===== src/rtl/sdlf_isqrt.sv =====
// Pipelined integer square root, one root bit resolved per stage.
module sdlf_isqrt #(
    parameter int ROOT_W = 31,
    parameter int TAG_W  = 1
) (
    input  logic                  clk,
    input  logic                  rst_n,
    input  logic                  en,
    input  logic                  in_valid,
    input  logic [2*ROOT_W-1:0]   radicand,
    input  logic [TAG_W-1:0]      in_tag,
    output logic                  out_valid,
    output logic [ROOT_W-1:0]     root,
    output logic [TAG_W-1:0]      out_tag
);

    localparam int RW = 2 * ROOT_W + 2;

    logic [RW-1:0]     rem_reg   [ROOT_W];
    logic [ROOT_W-1:0] root_reg  [ROOT_W];
    logic [TAG_W-1:0]  tag_reg   [ROOT_W];
    logic              valid_reg [ROOT_W];

    for (genvar i = 0; i < ROOT_W; i++)
    begin : g_stage
        localparam int B = ROOT_W - 1 - i;

        logic [RW-1:0]     rem_src;
        logic [ROOT_W-1:0] root_src;
        logic [TAG_W-1:0]  tag_src;
        logic              valid_src;
        logic [RW-1:0]     trial;
        logic              take;

        if (i == 0)
        begin : g_first
            assign rem_src   = RW'(radicand);
            assign root_src  = '0;
            assign tag_src   = in_tag;
            assign valid_src = in_valid;
        end
        else
        begin : g_next
            assign rem_src   = rem_reg[i-1];
            assign root_src  = root_reg[i-1];
            assign tag_src   = tag_reg[i-1];
            assign valid_src = valid_reg[i-1];
        end

        // Growth of the square when this root bit is set
        assign trial = (RW'(root_src) << (B + 1)) | (RW'(1) << (2 * B));
        assign take  = (rem_src >= trial);

        // Advance the valid bit
        always_ff @(posedge clk or negedge rst_n)
        begin
            if (!rst_n)
            begin
                valid_reg[i] <= 1'b0;
            end
            else if (en)
            begin
                valid_reg[i] <= valid_src;
            end
        end

        // Resolve one root bit
        always_ff @(posedge clk)
        begin
            if (en)
            begin
                rem_reg[i]  <= take ? (rem_src - trial) : rem_src;
                root_reg[i] <= take ? (root_src | (ROOT_W'(1) << B)) : root_src;
                tag_reg[i]  <= tag_src;
            end
        end
    end

    assign out_valid = valid_reg[ROOT_W-1];
    assign root      = root_reg[ROOT_W-1];
    assign out_tag   = tag_reg[ROOT_W-1];

endmodule


===== config.mk =====
export PLATFORM = sky130hd
export DESIGN_NAME = sdlf_isqrt
export DESIGN_NICKNAME = d
export VERILOG_FILES = /design/src/rtl/sdlf_isqrt.sv
export SDC_FILE = /design/constraint.sdc
export NUM_CORES = 2
export LEC_CHECK = 0
export BUFFER_PORTS_ARGS = -buffer_cell sky130_fd_sc_hd__buf_2
export CAP_MARGIN = 15
export CORE_MARGIN = 2
export CORE_UTILIZATION = 60
export DETAILED_ROUTE_END_ITERATION = 6
export GPL_TIMING_DRIVEN = 0
export PLACE_DENSITY = 0.83
export SLEW_MARGIN = 40
export SYNTH_ARGS = -nofsm -noshare
export SYNTH_HDL_FRONTEND = slang
export SYNTH_SLANG_ARGS = --single-unit

===== constraint.sdc =====
create_clock -name clk -period 4.4 [get_ports clk]
set_input_delay 0.44 -clock clk [delete_from_list [all_inputs] [get_ports clk]]
set_output_delay 0.44 -clock clk [all_outputs]
set_load 0.01 [all_outputs]

; ---- Yosys cells after proc, flatten, opt, wreduce, memory -nomap -nowiden
; Memories as Yosys holds them, arrays and structs flattened.
; Index checks and enable logic that the tools add are counted.
; Widths: inputs -> output; s select.
[totals]
ram_bits = 2976
elab_cells = 160
mem_bits_ro = 0
latch_bits = 0
output_inout_bits = 33
mem_count = 3
input_bits = 67
regBits = 31
[mem_list]
columns = name, depth, width, read_ports, rd_clocked_by_memory_dff, wr, line
row1 = rem_reg, 31, 64, 30, 0, 31, 19  ; logic [RW-1:0] rem_reg [ROOT_W];
row2 = root_reg, 31, 31, 31, 0, 31, 20  ; logic [ROOT_W-1:0] root_reg [ROOT_W];
row3 = tag_reg, 31, 1, 31, 0, 31, 21  ; logic [TAG_W-1:0] tag_reg [ROOT_W];
[op_classes]
mul = 0
n_eq_ne = 0
muxes = 64
n_reduce_logical = 0
order_cmp = 31
n_shift = 0
bitwise = 0
n_div = 0
addsub = 31
[op_table]
columns = cell, n
row1 = $mux 64, 31
row2 = $ge 64x32->1, 1
row3 = $ge 64x33->1, 1
row4 = $ge 64x34->1, 1
row5 = $ge 64x35->1, 1
row6 = $ge 64x36->1, 1
row7 = $ge 64x37->1, 1
row8 = $ge 64x38->1, 1
row9 = $ge 64x39->1, 1
row10 = $ge 64x40->1, 1
row11 = $ge 64x41->1, 1
row12 = $ge 64x42->1, 1
row13 = $ge 64x43->1, 1
row14 = $ge 64x44->1, 1
row15 = $ge 64x45->1, 1
row16 = $ge 64x46->1, 1
row17 = $ge 64x47->1, 1
row18 = $ge 64x48->1, 1
row19 = $ge 64x49->1, 1
row20 = $ge 64x50->1, 1
row21 = $ge 64x51->1, 1
row22 = $ge 64x52->1, 1
row23 = $ge 64x53->1, 1
row24 = $ge 64x54->1, 1
row25 = 70 further kinds, 72

; ---- Depth between registers and ports, before layout
; An unclocked memory read counts as a cell.
[logic_depth]
word_depth = 3
depth_mapped = 15
ltp_nobuf = 12

; ---- Least setup slack after synthesis
; OpenSTA, ideal clock, no wires.
[synth_timing]
kind = reg-to-reg
from = mem rem_reg[0][564] (netlist bit)
to = mem rem_reg[0][631] (netlist bit), data pin
path_stages_with_launch = 12
setup_ns = 0.271
t_required_ns = 4.129
period_less_slack_ns = 3.446
n_path_buf = 1
arrival_ns = 3.175
path_slack_ns = 0.954
cell_sequence = edfxtp_1 -> ha_1 -> or4_1 -> or4_1 -> or4_1 -> or2_0 -> nor4_1 -> and2_1 -> buf_2 -> a311o_2 -> nor4_1 -> xor2_1
[synth_rtl]
columns = element, line
row1 = from (decl), 19

==> key figures <==
Run status
  • Run status: complete, but fails checks
  • Failing checks: DRC

Synth
  • Proportion of synthesized flip-flops having asynchronous set or reset: 0.01252
  • Commonest register cell after synthesis: edfxtp_1
  • Part of the Yosys area used for sequential elements: 0.6285
  • Number of synthesized register bits: 2477
  • Area of the mapped netlist: 118100 um2
  • Count of synthesis-stage warnings from yosys: 0
  • Number of enable-type register cells in the synthesized netlist: 2446
  • Nets in the synthesized netlist: 9947
  • Mapped Cells: 9355
  • Post-synth cell types: 107
  • Mean cell area of the mapped netlist: 12.62 um2

GRT
  • Largest net degree at the start of global routing: 122
  • Antenna violations before repair: 15
  • Grt total ovfl: 0
  • Vias in the first global route: 76550
  • Global routing usage summed across all routing layers: 0.3093
  • First-pass GRT wire length: 468300 um

Floorplanning
  • Die area: 200400 um2
  • Width of the chip: 447.7 um
  • Placeable core area: 195200 um2
  • I/O pin total: 100
  • Cell Rows: 162
  • Overall die height: 447.7 um
  • Initial Utilization: 0.6050

Cells and area
  • Final instance area: 132000 um2
  • Non-filler cells, final: 12650
  • Number of nets in the finished design: 10410
  • Area growth from synthesis to final layout: 11.81%
  • Fraction of layout instances using a drive strength above 1: 0.07635
  • Largest register FFs: 1919

Power
  • VDD IR-drop max: 493.8 uV
  • Total power after layout: 67960 uW
  • Pleak: 0.04976 uW
  • Pwr dens: 514.6 nW/um2

Route
  • Met2 wire length: 146200 um
  • Post-route DRC violation count: 1
  • Final routed wire length divided by cell count: 24.78 um
  • Post-detailed-routing wire length: 313400 um
  • Count of nets left with antenna violations after detail routing: 0
  • Vias post-DR: 79810
  • Top routing layer in use: met5
  • 1st-iter DRT viols: 10230
  • Detail-routed via count per cell: 6.311
  • Routed wl met3: 27050 um
  • Routed length on met1: 127700 um
  • First-pass detailed-route iteration total: 7

Worst setup path
  • Delay contributed by the slowest stage of the critical path: 550 ps
  • Most frequent CP cell: buf_2
  • Type of element capturing the critical path: flop
  • Worst-path cell with the longest stage delay: or4_4
  • Data required time of the critical path: 5140 ps
  • Top fanout value on the critical path: 10
  • CP Cell Sequence: or3_1, or4_4, or4_1, a2111oi_2, o211ai_1, nor2_4, inv_2, buf_2, buf_2, a21oi_1
  • Type of origin of the critical path: flop
  • Data arrival time at the worst-slack endpoint: 5100 ps
  • Crit path kind: flop to flop

Clock tree
  • Worst-case clock buffer depth: 4
  • Inserted Clock Buffers: 274
  • Number of sinks handled by clock tree synthesis: 2477
  • Maximum level of the CTS H-tree: 5
  • CTS Root Cell: clkbuf_16
  • Clock latency reported for the late side of the worst-skew pair: 970 ps
  • Clock transition at the register clock pins on the worst setup and hold paths after CTS: 60 ps
  • Clock tree from TritonCTS: done

Place
  • Final GP Congestion: 0.9367
  • Cell area after placement: 122600 um2
  • Detailed placement HPWL: 222900 um
  • IO Port Bufs: 99
  • Worst Setup Slack post-DPL: -409.2 ps
  • Placed cell count: 12100

STA
  • Max Transition Viols Final: 0
  • Share of the clock period used by the worst path: 0.9900
  • Number of endpoints failing setup at the final stage: 0
  • Total negative slack: 0 ps
  • Final worst-path setup slack: 43.84 ps
  • Minimum clock period: 4356 ps
  • Worst Max-Slew Pin Slew: 957.9 ps
  • Worst slew margin: 0.3565
  • Unrepaired setup endpoints after global routing: false
  • Total count of hold-check failures in the final report: 0
  • Timing-limited maximum frequency: 229.6 MHz
  • Fin Clk Skew: 85.86 ps

Job
  • Max-cap check violation count: 0

Hold path
  • Hold Path Class: input pin to async pin
## layer usage
| layer | global-route usage | vias to the layer above |
|---|---|---|
| met4 | 0.1103 | 6 |
| met5 | 0 | - |
| met3 | 0.05650 | 790 |
| met1 | 0.4279 | 38960 |
| li1 | - | 36020 |
| met2 | 0.4932 | 4038 |
## critical path, delay by kind of cell (launching register included)
kind | cells | cell delay (ps)
AOI/OAI and AO/OA | 3 | 1170
buffers and inverters | 3 | 620
DFF | 1 | 480
and+or+nand+nor | 4 | 1910
## path summary, 6_finish.rpt
kind | from | endpoint | slack (ps) | depth (start not counted)
worst min-delay path | rst_n | g_stage[11].valid_src$_DFFE_PN0P_ | 110 | 2
max in group asynchronous | rst_n | g_stage[20].valid_src$_DFFE_PN0P_ | 3870 | 2
worst max-delay path | rem_reg[1][752]$_DFFE_PP_ | rem_reg[1][774]$_DFFE_PP_ | 40 | 10
worst min register to register | tag_reg[1][0]$_DFFE_PP_ | tag_reg[1][1]$_DFFE_PP_ | 400 | 0
worst max register to register | rem_reg[1][752]$_DFFE_PP_ | rem_reg[1][774]$_DFFE_PP_ | 40 | 10
min in group clk | en | rem_reg[0][994]$_DFFE_PP_ | 140 | 2
## kinds of logic after synthesis
| logic type | synth area share |
|---|---|
| muxes | 0.009821 |
| AOI/OAI and AO/OA | 0.09298 |
| buffers and inverters | 0.02868 |
| xor gates and xnor gates | 0.06333 |
| adders and majority gates | 0.05562 |
| and+or+nand+nor | 0.1211 |
| DFF | 0.6285 |
## cells in the final DEF, fill, tap and decap left out, types with 44 or more instances in the layout
master	Yosys	layout
a211oi_1	48	46
a21o_1	217	217
a21oi_1	602	599
a31oi_1	57	57
buf_2	24	123
clkbuf_1	152	182
clkbuf_16	0	283
clkinv_1	0	50
dlygate4sd3_1	0	66
edfxtp_1	2446	2446
ha_1	525	525
inv_1	668	668
mux2_2	90	90
nand2_1	541	541
nand2b_1	95	95
nand3_1	142	142
nand4_1	166	166
nor2_1	646	646
nor2b_1	60	60
nor3_1	273	271
nor4_1	335	322
o21a_1	115	115
o21ai_0	388	386
o21bai_1	44	44
o31ai_1	63	60
or3_1	118	118
or4_1	74	74
xnor2_1	436	436
xor2_1	418	418
## synthesized netlist by cell type, types with 217 or more instances
master / count / area share
ha_1: 525 / 0.056
a21o_1: 217 / 0.014
nor3_1: 273 / 0.012
nor2_1: 646 / 0.021
xor2_1: 418 / 0.031
xnor2_1: 436 / 0.032
o21ai_0: 388 / 0.016
nand2_1: 541 / 0.017
a21oi_1: 602 / 0.026
nor4_1: 335 / 0.018
edfxtp_1: 2446 / 0.62
inv_1: 668 / 0.021
## where the power goes
group          switching, uW  internal, uW
logic                   7970          5300
clock network           9330         13200
registers               2450         29700
total                  19800         48200
## layout make-up
type	instances	area (um2)
Sequential cell	2477	74230
Fill cell	13290	63150
Multi-Input combinational cell	6000	40690
Clock buffer	322	7238
Tap cell	2624	3283
Inverter	676	2537
Timing Repair Buffer	191	1824
Clock inverter	138	1353
Buffer	202	859.6
Antenna cell	16	40.04
## what timing repair did
action	CTS	global route
cloned	0	0
pin swaps	0	0
endpoints found under the setup margin	59	88
endpoints found under the hold margin	96	0
gates resized for setup	11	14
hold buffers	66	0
setup buffers	0	2
## stage by stage
step / util / hold slack [ps]
after floorplan: - / 144.4
after global placement: 0.6244 / 400.9
after detailed placement: 0.6280 / 405.2
after CTS: 0.6756 / 65.59
after global routing: 0.6763 / 154.7
final: 0.6765 / 109.0
Note: power is estimated with default switching activity, not from simulation.
